--- src/rtcc_pkg.sv ---
// Shared types, constants and tables for the calendar/RTC time converter.
`timescale 1ns / 1ps

package rtcc_pkg;

	// Operation codes
	typedef enum logic {
		OP_PACK   = 1'b0,
		OP_UNPACK = 1'b1
	} op_t;

	// Month classes for the summer-time rule
	typedef enum logic [1:0] {
		MC_WINTER,
		MC_SUMMER,
		MC_MARCH,
		MC_OCTOBER
	} mcls_t;

	// Time and calendar constants
	localparam logic [26:0] MS_PER_HOUR      = 27'd3600000;
	localparam logic [21:0] MS_PER_MIN       = 22'd60000;
	localparam logic [15:0] MS_PER_SEC       = 16'd1000;
	localparam logic [26:0] MS_DAY_MAX       = 27'd86399999;
	localparam logic [11:0] YEAR_BASE        = 12'd1980;
	localparam logic [12:0] ZELLER_BIAS      = 13'd400;
	localparam logic [12:0] YEARS_PER_CENT   = 13'd100;
	localparam logic [8:0]  DAYS_PER_WEEK    = 9'd7;
	localparam logic signed [6:0] DST_CUTOFF = 7'sd25;

	// Reciprocals for division by constants (value times recip, then shift)
	localparam logic [12:0] CENT_RECIP = 13'd5243;     // / 100,          shift 19
	localparam logic [20:0] HOUR_RECIP = 21'd1221680;  // / 28125 (>>7),  shift 35
	localparam logic [16:0] MIN_RECIP  = 17'd71583;    // / 1875 (>>5),   shift 27
	localparam logic [13:0] SEC_RECIP  = 14'd8389;     // / 125 (>>3),    shift 20
	localparam logic [11:0] WDAY_RECIP = 12'd2341;     // / 7,            shift 14

	// One input beat
	typedef struct packed {
		logic        op;
		logic [11:0] cal_year;
		logic [3:0]  cal_month;
		logic [4:0]  cal_day;
		logic [4:0]  cal_hour;
		logic [5:0]  cal_minute;
		logic [5:0]  cal_second;
		logic [9:0]  cal_msec;
		logic [7:0]  rtc_year_in;
		logic [26:0] rtc_ms_in;
	} in_t;

	// One result beat
	typedef struct packed {
		logic [7:0]  rtc_year_out;
		logic [26:0] rtc_ms_out;
		logic [2:0]  weekday;
		logic        summer_time;
		logic [11:0] full_year_out;
		logic [3:0]  month_out;
		logic [4:0]  day_out;
		logic [4:0]  hour_out;
		logic [5:0]  minute_out;
		logic [5:0]  second_out;
		logic [9:0]  msec_out;
	} res_t;

	// Classified command held in the queue between front and back
	typedef struct packed {
		op_t         op;
		mcls_t       mcls;
		logic [7:0]  rtc_year;
		logic [11:0] full_year;
		logic [3:0]  month;
		logic [4:0]  day;
		logic [4:0]  hour;
		logic [5:0]  minute;
		logic [5:0]  second;
		logic [9:0]  msec;
		logic [12:0] zy;
		logic [3:0]  zm;
		logic [26:0] rms;
	} cmd_t;

	// Month term of the Zeller sum: (13 * (m + 1)) / 5
	function automatic logic [5:0] month_term(input logic [3:0] m);
		logic [5:0] t;
		unique case (m)
			4'd0:  t = 6'd2;
			4'd1:  t = 6'd5;
			4'd2:  t = 6'd7;
			4'd3:  t = 6'd10;
			4'd4:  t = 6'd13;
			4'd5:  t = 6'd15;
			4'd6:  t = 6'd18;
			4'd7:  t = 6'd20;
			4'd8:  t = 6'd23;
			4'd9:  t = 6'd26;
			4'd10: t = 6'd28;
			4'd11: t = 6'd31;
			4'd12: t = 6'd33;
			4'd13: t = 6'd36;
			4'd14: t = 6'd39;
			default: t = 6'd41;
		endcase
		return t;
	endfunction

endpackage

--- src/rtcc_fifo.sv ---
// Small flip-flop queue with count-based full and empty flags.
`timescale 1ns / 1ps

module rtcc_fifo #(
	parameter int WIDTH = 8,
	parameter int DEPTH = 4
) (
	input  logic             clk,
	input  logic             arst_n,
	input  logic             wr_en,
	input  logic [WIDTH-1:0] wr_data,
	input  logic             rd_en,
	output logic [WIDTH-1:0] rd_data,
	output logic             empty,
	output logic             full
);

	localparam int AW = (DEPTH > 1) ? $clog2(DEPTH) : 1;
	localparam int CW = $clog2(DEPTH + 1);

	logic [WIDTH-1:0] mem_q [DEPTH];
	logic [AW-1:0]    wr_ptr_q;
	logic [AW-1:0]    rd_ptr_q;
	logic [CW-1:0]    count_q;
	logic             wr_ok;
	logic             rd_ok;

	assign wr_ok   = wr_en && !full;
	assign rd_ok   = rd_en && !empty;
	assign empty   = (count_q == '0);
	assign full    = (count_q == CW'(DEPTH));
	assign rd_data = mem_q[rd_ptr_q];

	// Advance pointers and track occupancy
	always_ff @(posedge clk or negedge arst_n) begin
		if (!arst_n) begin
			wr_ptr_q <= '0;
			rd_ptr_q <= '0;
			count_q  <= '0;
		end else begin
			if (wr_ok) begin
				wr_ptr_q <= (wr_ptr_q == AW'(DEPTH - 1)) ? '0 : wr_ptr_q + AW'(1);
			end
			if (rd_ok) begin
				rd_ptr_q <= (rd_ptr_q == AW'(DEPTH - 1)) ? '0 : rd_ptr_q + AW'(1);
			end
			case ({wr_ok, rd_ok})
				2'b10:   count_q <= count_q + CW'(1);
				2'b01:   count_q <= count_q - CW'(1);
				default: count_q <= count_q;
			endcase
		end
	end

	// Store the incoming beat
	always_ff @(posedge clk) begin
		if (wr_ok) begin
			mem_q[wr_ptr_q] <= wr_data;
		end
	end

endmodule

--- src/rtcc_front.sv ---
// Front end: takes input beats, classifies them and prepares queue entries.
`timescale 1ns / 1ps

module rtcc_front (
	input  logic               push,
	input  rtcc_pkg::in_t      item,
	input  logic               q_full,
	output logic               q_wr,
	output rtcc_pkg::cmd_t     q_data
);

	logic early_month;

	assign q_wr        = push && !q_full;
	assign early_month = (item.cal_month == 4'd1) || (item.cal_month == 4'd2);

	// Classify the beat and derive the fields the back end starts from
	always_comb begin
		q_data           = '0;
		q_data.op        = rtcc_pkg::op_t'(item.op);
		q_data.rtc_year  = 8'(item.cal_year - rtcc_pkg::YEAR_BASE);
		q_data.full_year = 12'(item.rtc_year_in) + rtcc_pkg::YEAR_BASE;
		q_data.month     = item.cal_month;
		q_data.day       = item.cal_day;
		q_data.hour      = item.cal_hour;
		q_data.minute    = item.cal_minute;
		q_data.second    = item.cal_second;
		q_data.msec      = item.cal_msec;

		// January and February count as months 13 and 14 of the year before
		q_data.zy = 13'(item.cal_year) + rtcc_pkg::ZELLER_BIAS - (early_month ? 13'd1 : 13'd0);
		q_data.zm = early_month ? item.cal_month + 4'd12 : item.cal_month;

		// Clamp the day count to the last millisecond of the day
		q_data.rms = (item.rtc_ms_in > rtcc_pkg::MS_DAY_MAX) ? rtcc_pkg::MS_DAY_MAX
			: item.rtc_ms_in;

		// Summer-time class of the month
		if (item.cal_month < 4'd3 || item.cal_month > 4'd10) begin
			q_data.mcls = rtcc_pkg::MC_WINTER;
		end else if (item.cal_month == 4'd3) begin
			q_data.mcls = rtcc_pkg::MC_MARCH;
		end else if (item.cal_month == 4'd10) begin
			q_data.mcls = rtcc_pkg::MC_OCTOBER;
		end else begin
			q_data.mcls = rtcc_pkg::MC_SUMMER;
		end
	end

endmodule

--- src/rtcc_back.sv ---
// Back end: six-stage pipeline that packs or unpacks one queued command per cycle while a result slot is free.
`timescale 1ns / 1ps

module rtcc_back #(
	parameter int RES_DEPTH = 8
) (
	input  logic               clk,
	input  logic               arst_n,
	input  logic               q_empty,
	input  rtcc_pkg::cmd_t     q_data,
	output logic               q_pop,
	input  logic               res_pop,
	output logic               res_valid,
	output rtcc_pkg::res_t     res_data
);

	localparam int CW = $clog2(RES_DEPTH + 1);

	// Fields that ride along unchanged
	typedef struct packed {
		rtcc_pkg::op_t   op;
		rtcc_pkg::mcls_t mcls;
		logic [7:0]      rtc_year;
		logic [11:0]     full_year;
		logic [3:0]      month;
		logic [4:0]      day;
	} pass_t;

	logic [CW-1:0] credit_q;
	logic          admit;
	logic [5:0]    v_q;

	pass_t       pass_s1, pass_s2, pass_s3, pass_s4, pass_s5;
	logic [26:0] msh_s1;
	logic [21:0] msm_s1;
	logic [15:0] mss_s1;
	logic [9:0]  msec_s1;
	logic [12:0] zy_s1;
	logic [3:0]  zm_s1;
	logic [24:0] cp_s1;
	logic [26:0] rms_s1;
	logic [40:0] hp_s1;

	logic [26:0] ms_s2, ms_s3, ms_s4, ms_s5;
	logic [3:0]  zm_s2;
	logic [5:0]  c_s2;
	logic [6:0]  k_s2;
	logic [4:0]  hour_s2, hour_s3, hour_s4, hour_s5;
	logic [21:0] r1_s2, r1_s3;
	logic [8:0]  h_s3, h_s4;
	logic [33:0] mp_s3;
	logic [20:0] zp_s4;
	logic [5:0]  minute_s4, minute_s5;
	logic [15:0] r2_s4, r2_s5;
	logic [2:0]  zw_s5;
	logic [26:0] sp_s5;
	rtcc_pkg::res_t res_s6;

	logic [5:0]        c_w;
	logic [4:0]        hour_w;
	logic [5:0]        minute_w;
	logic [5:0]        q_w;
	logic [5:0]        second_w;
	logic [2:0]        sun_dow;
	logic signed [6:0] last_sun;
	logic              summer;
	rtcc_pkg::res_t    res_w;

	// Admit a command only while a result slot is guaranteed downstream
	assign admit = !q_empty && (credit_q < CW'(RES_DEPTH));
	assign q_pop = admit;

	always_ff @(posedge clk or negedge arst_n) begin
		if (!arst_n) begin
			credit_q <= '0;
			v_q      <= '0;
		end else begin
			v_q <= {v_q[4:0], admit};
			case ({admit, res_pop})
				2'b10:   credit_q <= credit_q + CW'(1);
				2'b01:   credit_q <= credit_q - CW'(1);
				default: credit_q <= credit_q;
			endcase
		end
	end

	// Quotient extraction from registered products
	assign c_w      = cp_s1[24:19];
	assign hour_w   = hp_s1[39:35];
	assign minute_w = mp_s3[32:27];
	assign q_w      = zp_s4[19:14];
	assign second_w = sp_s5[25:20];

	// Sunday-based weekday and the Sunday on or before the day
	assign sun_dow  = (zw_s5 == 3'd0) ? 3'd6 : zw_s5 - 3'd1;
	assign last_sun = $signed({2'b00, pass_s5.day}) - $signed({4'b0000, sun_dow});

	always_comb begin
		unique case (pass_s5.mcls)
			rtcc_pkg::MC_WINTER:  summer = 1'b0;
			rtcc_pkg::MC_SUMMER:  summer = 1'b1;
			rtcc_pkg::MC_MARCH:   summer = (last_sun >= rtcc_pkg::DST_CUTOFF);
			rtcc_pkg::MC_OCTOBER: summer = (last_sun < rtcc_pkg::DST_CUTOFF);
			default:              summer = 1'b0;
		endcase
	end

	// Assemble the result, zero the fields the op does not use
	always_comb begin
		res_w           = '0;
		res_w.month_out = pass_s5.month;
		res_w.day_out   = pass_s5.day;
		if (pass_s5.op == rtcc_pkg::OP_PACK) begin
			res_w.rtc_year_out = pass_s5.rtc_year;
			res_w.rtc_ms_out   = ms_s5;
			res_w.weekday      = zw_s5;
			res_w.summer_time  = summer;
		end else begin
			res_w.full_year_out = pass_s5.full_year;
			res_w.hour_out      = hour_s5;
			res_w.minute_out    = minute_s5;
			res_w.second_out    = second_w;
			res_w.msec_out      = 10'(r2_s5 - 16'(second_w) * rtcc_pkg::MS_PER_SEC);
		end
	end

	// Pipeline payload
	always_ff @(posedge clk) begin
		// Stage 1: constant products
		pass_s1 <= '{op: q_data.op, mcls: q_data.mcls, rtc_year: q_data.rtc_year,
			full_year: q_data.full_year, month: q_data.month, day: q_data.day};
		msh_s1  <= 27'(q_data.hour) * rtcc_pkg::MS_PER_HOUR;
		msm_s1  <= 22'(q_data.minute) * rtcc_pkg::MS_PER_MIN;
		mss_s1  <= 16'(q_data.second) * rtcc_pkg::MS_PER_SEC;
		msec_s1 <= q_data.msec;
		zy_s1   <= q_data.zy;
		zm_s1   <= q_data.zm;
		cp_s1   <= 25'(q_data.zy) * 25'(rtcc_pkg::CENT_RECIP);
		rms_s1  <= q_data.rms;
		hp_s1   <= 41'(q_data.rms[26:7]) * 41'(rtcc_pkg::HOUR_RECIP);

		// Stage 2: day milliseconds, century split, hours and remainder
		pass_s2 <= pass_s1;
		ms_s2   <= msh_s1 + 27'(msm_s1) + 27'(mss_s1) + 27'(msec_s1);
		zm_s2   <= zm_s1;
		c_s2    <= c_w;
		k_s2    <= 7'(zy_s1 - 13'(c_w) * rtcc_pkg::YEARS_PER_CENT);
		hour_s2 <= hour_w;
		r1_s2   <= 22'(rms_s1 - 27'(hour_w) * rtcc_pkg::MS_PER_HOUR);

		// Stage 3: Zeller sum, minute product
		pass_s3 <= pass_s2;
		ms_s3   <= ms_s2;
		h_s3    <= 9'(pass_s2.day) + 9'(rtcc_pkg::month_term(zm_s2)) + 9'(k_s2)
			+ 9'(k_s2[6:2]) + 9'(c_s2[5:2]) + 9'(c_s2) * 9'd5;
		hour_s3 <= hour_s2;
		r1_s3   <= r1_s2;
		mp_s3   <= 34'(r1_s2[21:5]) * 34'(rtcc_pkg::MIN_RECIP);

		// Stage 4: weekday product, minutes and remainder
		pass_s4   <= pass_s3;
		ms_s4     <= ms_s3;
		h_s4      <= h_s3;
		zp_s4     <= 21'(h_s3) * 21'(rtcc_pkg::WDAY_RECIP);
		hour_s4   <= hour_s3;
		minute_s4 <= minute_w;
		r2_s4     <= 16'(r1_s3 - 22'(minute_w) * rtcc_pkg::MS_PER_MIN);

		// Stage 5: weekday, second product
		pass_s5   <= pass_s4;
		ms_s5     <= ms_s4;
		zw_s5     <= 3'(h_s4 - 9'(q_w) * rtcc_pkg::DAYS_PER_WEEK);
		hour_s5   <= hour_s4;
		minute_s5 <= minute_s4;
		r2_s5     <= r2_s4;
		sp_s5     <= 27'(r2_s4[15:3]) * 27'(rtcc_pkg::SEC_RECIP);

		// Stage 6: register the assembled result
		res_s6 <= res_w;
	end

	assign res_valid = v_q[5];
	assign res_data  = res_s6;

endmodule

--- src/datetime_rtc_converter_unit.sv ---
// Top level of the calendar/RTC time converter: front, command queue, back, result queue.
`timescale 1ns / 1ps

// Converts calendar time to the packed RTC form (op pack: year offset from 1980,
// millisecond of the day, Zeller weekday with 0 = Saturday, EU summer-time flag for
// the whole day) and back (op unpack: full year, hours, minutes, seconds and
// milliseconds, with day counts above 23:59:59.999 clamped). Month and day pass
// through in both directions. Both sides behave as queues: an item goes in when push
// is high and full is low, a result leaves when pop is high and empty is low. The
// block takes one item every cycle while full is low; a result shows on the result ports
// after its item is written into the command queue at the accepting edge, passes
// through the six pipeline stages in the back end and is written into the result
// queue. The back end issues into its pipeline only while a result-queue slot is
// reserved for it, so the sustained rate of one item per cycle holds as long as
// RES_DEPTH covers every result from its issue into the back end until its pop.
module datetime_rtc_converter_unit #(
	parameter int CMD_DEPTH = 4,
	parameter int RES_DEPTH = 8
) (
	input  logic               clk,
	input  logic               arst_n,
	input  logic               push,
	output logic               full,
	input  rtcc_pkg::in_t      item,
	output logic               empty,
	input  logic               pop,
	output rtcc_pkg::res_t     result
);

	localparam int CMD_W = $bits(rtcc_pkg::cmd_t);
	localparam int RES_W = $bits(rtcc_pkg::res_t);

	logic              cmd_wr;
	rtcc_pkg::cmd_t    cmd_wr_data;
	logic [CMD_W-1:0]  cmd_rd_data;
	logic              cmd_empty;
	logic              cmd_pop;
	logic              res_valid;
	rtcc_pkg::res_t    res_wr_data;
	logic [RES_W-1:0]  res_rd_data;
	logic              res_full;
	logic              res_pop;

	assign res_pop = pop && !empty;
	assign result  = rtcc_pkg::res_t'(res_rd_data);

	// Accept and classify
	rtcc_front u_front (
		.push   (push),
		.item   (item),
		.q_full (full),
		.q_wr   (cmd_wr),
		.q_data (cmd_wr_data)
	);

	// Decouple the front from the back
	rtcc_fifo #(
		.WIDTH (CMD_W),
		.DEPTH (CMD_DEPTH)
	) u_cmd_fifo (
		.clk     (clk),
		.arst_n  (arst_n),
		.wr_en   (cmd_wr),
		.wr_data (cmd_wr_data),
		.rd_en   (cmd_pop),
		.rd_data (cmd_rd_data),
		.empty   (cmd_empty),
		.full    (full)
	);

	// Carry out the conversion
	rtcc_back #(
		.RES_DEPTH (RES_DEPTH)
	) u_back (
		.clk       (clk),
		.arst_n    (arst_n),
		.q_empty   (cmd_empty),
		.q_data    (rtcc_pkg::cmd_t'(cmd_rd_data)),
		.q_pop     (cmd_pop),
		.res_pop   (res_pop),
		.res_valid (res_valid),
		.res_data  (res_wr_data)
	);

	// Hold finished results until taken
	rtcc_fifo #(
		.WIDTH (RES_W),
		.DEPTH (RES_DEPTH)
	) u_res_fifo (
		.clk     (clk),
		.arst_n  (arst_n),
		.wr_en   (res_valid),
		.wr_data (res_wr_data),
		.rd_en   (pop),
		.rd_data (res_rd_data),
		.empty   (empty),
		.full    (res_full)
	);

	// The credit scheme must never let the pipeline write into a full result queue
	a_no_res_overflow: assert property (@(posedge clk) disable iff (!arst_n)
		!(res_valid && res_full))
		else $error("result written into a full result queue");

	// A queued command is visible to the back end on the next cycle
	a_cmd_visible: assert property (@(posedge clk) disable iff (!arst_n)
		cmd_wr |=> !cmd_empty)
		else $error("command queue empty after a write");

	// Weekday is a remainder of seven
	a_weekday_range: assert property (@(posedge clk) disable iff (!arst_n)
		!empty |-> (result.weekday != 3'd7))
		else $error("weekday out of range");

	// Unpacked time fields stay within their ranges
	a_time_range: assert property (@(posedge clk) disable iff (!arst_n)
		!empty |-> (result.hour_out < 5'd24 && result.minute_out < 6'd60
			&& result.second_out < 6'd60 && result.msec_out < 10'd1000))
		else $error("unpacked time field out of range");

endmodule
--- config.mk ---
export PLATFORM = sky130hd
export DESIGN_NAME = datetime_rtc_converter_unit
export DESIGN_NICKNAME = d
export VERILOG_FILES = /design/src/rtcc_pkg.sv /design/src/rtcc_fifo.sv /design/src/rtcc_front.sv /design/src/rtcc_back.sv /design/src/datetime_rtc_converter_unit.sv
export SDC_FILE = /design/constraint.sdc
export NUM_CORES = 2
export LEC_CHECK = 0
export BUFFER_PORTS_ARGS = -buffer_cell sky130_fd_sc_hd__buf_2
export CAP_MARGIN = 40
export CORE_MARGIN = 3
export CORE_UTILIZATION = 25
export DETAILED_ROUTE_END_ITERATION = 10
export GPL_ROUTABILITY_DRIVEN = 0
export GPL_TIMING_DRIVEN = 0
export PLACE_DENSITY = 0.38
export SETUP_SLACK_MARGIN = 0.2
export SKIP_LAST_GASP = 1
export SYNTH_ARGS = -nofsm -noshare
export SYNTH_HDL_FRONTEND = slang
export SYNTH_SLANG_ARGS = --single-unit
--- constraint.sdc ---
create_clock -name clk -period 9.6 [get_ports clk]
set_input_delay 1.92 -clock clk [delete_from_list [all_inputs] [get_ports clk]]
set_output_delay 1.92 -clock clk [all_outputs]
set_load 0.01 [all_outputs]
==> impl_metrics.yaml <==
timing:
  setup_violations: 0
  fin_crit_sh_pct: 79.9
  hold_violations: 0
  hold_ws_ns: 0.271
  min_period_ns: 7.67
  relSlewSlack_pct: 39.7
  rsz0062_at_grt: "no"
  clock.fmax_mhz: 130
  worst_slack_ns: 1.93
  tightest_slew_ns: 0.904
  drv_slew: 0
  fin_skew_ns: 0.0780
drt:
  vias: 40671
  drc_errors: 0
  drt_wl_total_mm: 194
  viasPerCell: 4.06
  drtPass1Iterations: 5
  ant_nets: 0
  dr.first_iter.drc_count: 2103
  wl_per_cell_um: 19.4
logic_synthesis:
  ys_ff_latch: 1729
  ys.flop_type: "edfxtp_1"
  synthCells: 5177
  synth_area_um2: 80200
  ys_warn_count: 0
  async_reset_ff_share_pct: 1.56
  synthDistinctLibCells: 72
  syn-num-nets: 6432
  avgSynthCellArea_um2: 15.5
  synth_edf_count: 1100
  synth_seq_area_share_pct: 57.0
die:
  die_width_um: 572
  dieArea_um2: 328000
  rows: 207
  die_h_um: 572
  core_um2: 319000
  floorplan.initialDensity_pct: 25.2
  ios: 177
clocking:
  post-cts-setup-buffer-count: 0
  ctsHtreeMaxLevel: 4
  cts_root_buf: "clkbuf_16"
  cts_tree: "yes"
  cts_sinks: 1729
  cts_resized: 0
  holdBufCountCts: 0
  clock_latency_ns: 0.84
  path_clk_slew_ns: 0.06
  cts_made_buffers: 199
  clockBufferDepth: 4
critical_path:
  start_kind: "register"
  cp.arrival_ns: 8.35
  cp-end-kind: "register"
  cp_max_fo: 10
  path_class: "register to register"
  cp_data_required_time_ns: 10.28
finish:
  drive_gt1_share_pct: 17.5
  final_cell_area_um2: 94500
  area_delta_synth_final_pct: 17.8
  layout_common_cells: "1100 x edfxtp_1, 803 x ha_1, 800 x inv_1"
  nNetsFinal: 6910
  layout_commonest_cell: "edfxtp_1"
min_path:
  min_path_type: "register to register"
placed_design:
  pre_cts_ws_ns: 1.79
  dp_hpwl_mm: 145
  port_buffers: 176
  placed_area_um2: 88000
global_route:
  grt_max_degree: 41
  grt_pass1_wl_mm: 292
  grt_usage_pct: 11.9
  grt_pass1_vias: 43985
  grt-ovfl-total: 0
  antenna_found_initial: 47
job:
  maxCapViolCount: 0
outcome:
  status: "completed"
## critical path, cell delays in order (launching register included)
cell and delay [ns]:
dfrtp_1 0.51, clkbuf_1 0.47, buf_8 0.21, buf_2 0.36, buf_1 0.58, mux4_2 0.62, ha_1 0.37, ha_1 0.28
inv_1 0.05, fa_1 0.53, inv_1 0.07, fa_1 0.50, fa_1 0.54, inv_1 0.05, fa_1 0.53, inv_1 0.04
ha_1 0.26, nand2_1 0.06, nor2_1 0.15, o21ai_0 0.13, a21o_1 0.24, o311ai_1 0.49, a31o_1 0.22, a21oi_1 0.08
xnor2_1 0.12
## logic make-up (layout without fill, tap and decap cells)
group | Yosys count | in the layout | share of synthesized area [%]
AOI/OAI and AO/OA | 367 | 367 | 2.96
xor gates and xnor gates | 194 | 194 | 2.12
adders and majority gates | 1167 | 1167 | 21.6
buffers and inverters | 889 | 1527 | 4.21
DFF | 1729 | 1729 | 57.0
muxes | 376 | 376 | 9.12
other | 0 | 11 | 0
and+or+nand+nor | 455 | 455 | 2.92
## sequential cells by signal, summed over array words and instances, names as in the netlist, 16 cells and up, named ones only
name and cells:
u_cmd_fifo.mem_q 404, u_back.pass_s1 32, u_back.pass_s5 32, u_back.pass_s2 32
u_back.ms_s4 27, u_back.msh_s1 20, u_back.r1_s2 22, u_back.ms_s3 27
u_back.ms_s5 27, u_res_fifo.mem_q 696, u_back.r2_s4 16, u_back.ms_s2 27
u_back.res_data 87, u_back.msm_s1 17, u_back.pass_s3 32, u_back.rms_s1 22
u_back.pass_s4 32, u_back.r1_s3 16
## layer usage
| metal | global-route usage (%) | share of wire, % |
|---|---|---|
| met3 | 2.20 | 4.1 |
| met2 | 18.6 | 44 |
| met4 | 2.51 | 1.9 |
| met5 | 0 | 0.045 |
| met1 | 17.3 | 50 |
## cell usage after synthesis, drive strengths merged (4+ instances only)
master | instances | area, um2
buf | 40 | 189
nand3 | 25 | 125
or3 | 10 | 62.6
or2 | 25 | 156
nor2b | 68 | 425
mux4 | 275 | 6190
xnor2 | 140 | 1230
ha | 803 | 10000
nand2 | 74 | 278
o21a | 23 | 173
nand2b | 20 | 125
and2 | 46 | 288
nor4 | 5 | 31.3
a21oi | 120 | 604
o31a | 4 | 35.0
a221oi | 7 | 67.6
o211ai | 12 | 95.1
nand4 | 14 | 87.6
nor2 | 97 | 364
a31oi | 8 | 50.1
mux2i | 10 | 100
edfxtp | 1100 | 33000
dfxtp | 602 | 12100
nor3 | 48 | 240
a21o | 43 | 323
a211oi | 17 | 158
inv | 801 | 3010
nor3b | 5 | 37.5
fa | 364 | 7290
o21bai | 17 | 128
a31o | 4 | 35.0
and3 | 10 | 62.6
o21ai | 79 | 395
clkbuf | 48 | 180
xor2 | 54 | 473
dfrtp | 27 | 676
mux2 | 91 | 1020
a2111oi | 4 | 41.3
## metrics by stage
stage	utilization, %	setup TNS, ns	std cells
global route	29.7	0	9996
CTS	29.7	0	9995
finish	29.7	0	10006
floorplan	-	0	5177
detailed placement	27.6	0	9634
global placement	27.1	-1298.09	9533
## worst paths after layout
check                      depth (start not counted)  slack (ns)                     end              startpoint
max                                               24        1.93        u_back.hp_s1[39]  u_cmd_fifo.rd_ptr_q[1]
min                                                0        0.27      u_back.pass_s4[28]      u_back.pass_s3[28]
max reg2reg                                       24        1.93        u_back.hp_s1[39]  u_cmd_fifo.rd_ptr_q[1]
min reg2reg                                        0        0.27      u_back.pass_s4[28]      u_back.pass_s3[28]
max in group asynchronous                          2        8.14  u_cmd_fifo.rd_ptr_q[0]                  arst_n
min in group asynchronous                          1        0.95   u_cmd_fifo.count_q[1]                  arst_n
## cell type report
type                    instances  area [um2]
repair buffers                277        2500
multi-input cells            2559       31100
clock inverters                64         648
well taps                    4180        5230
clock buffers                 297        5810
plain buffers                  88         370
diodes                         11        27.5
inverters                     801        3010
fillers                     31857      224000
flip-flops and latches       1729       45800
Power is left out: the tool's default activity adds up to more than one toggle a clock period on the data nets, which glitch-free logic cannot reach.
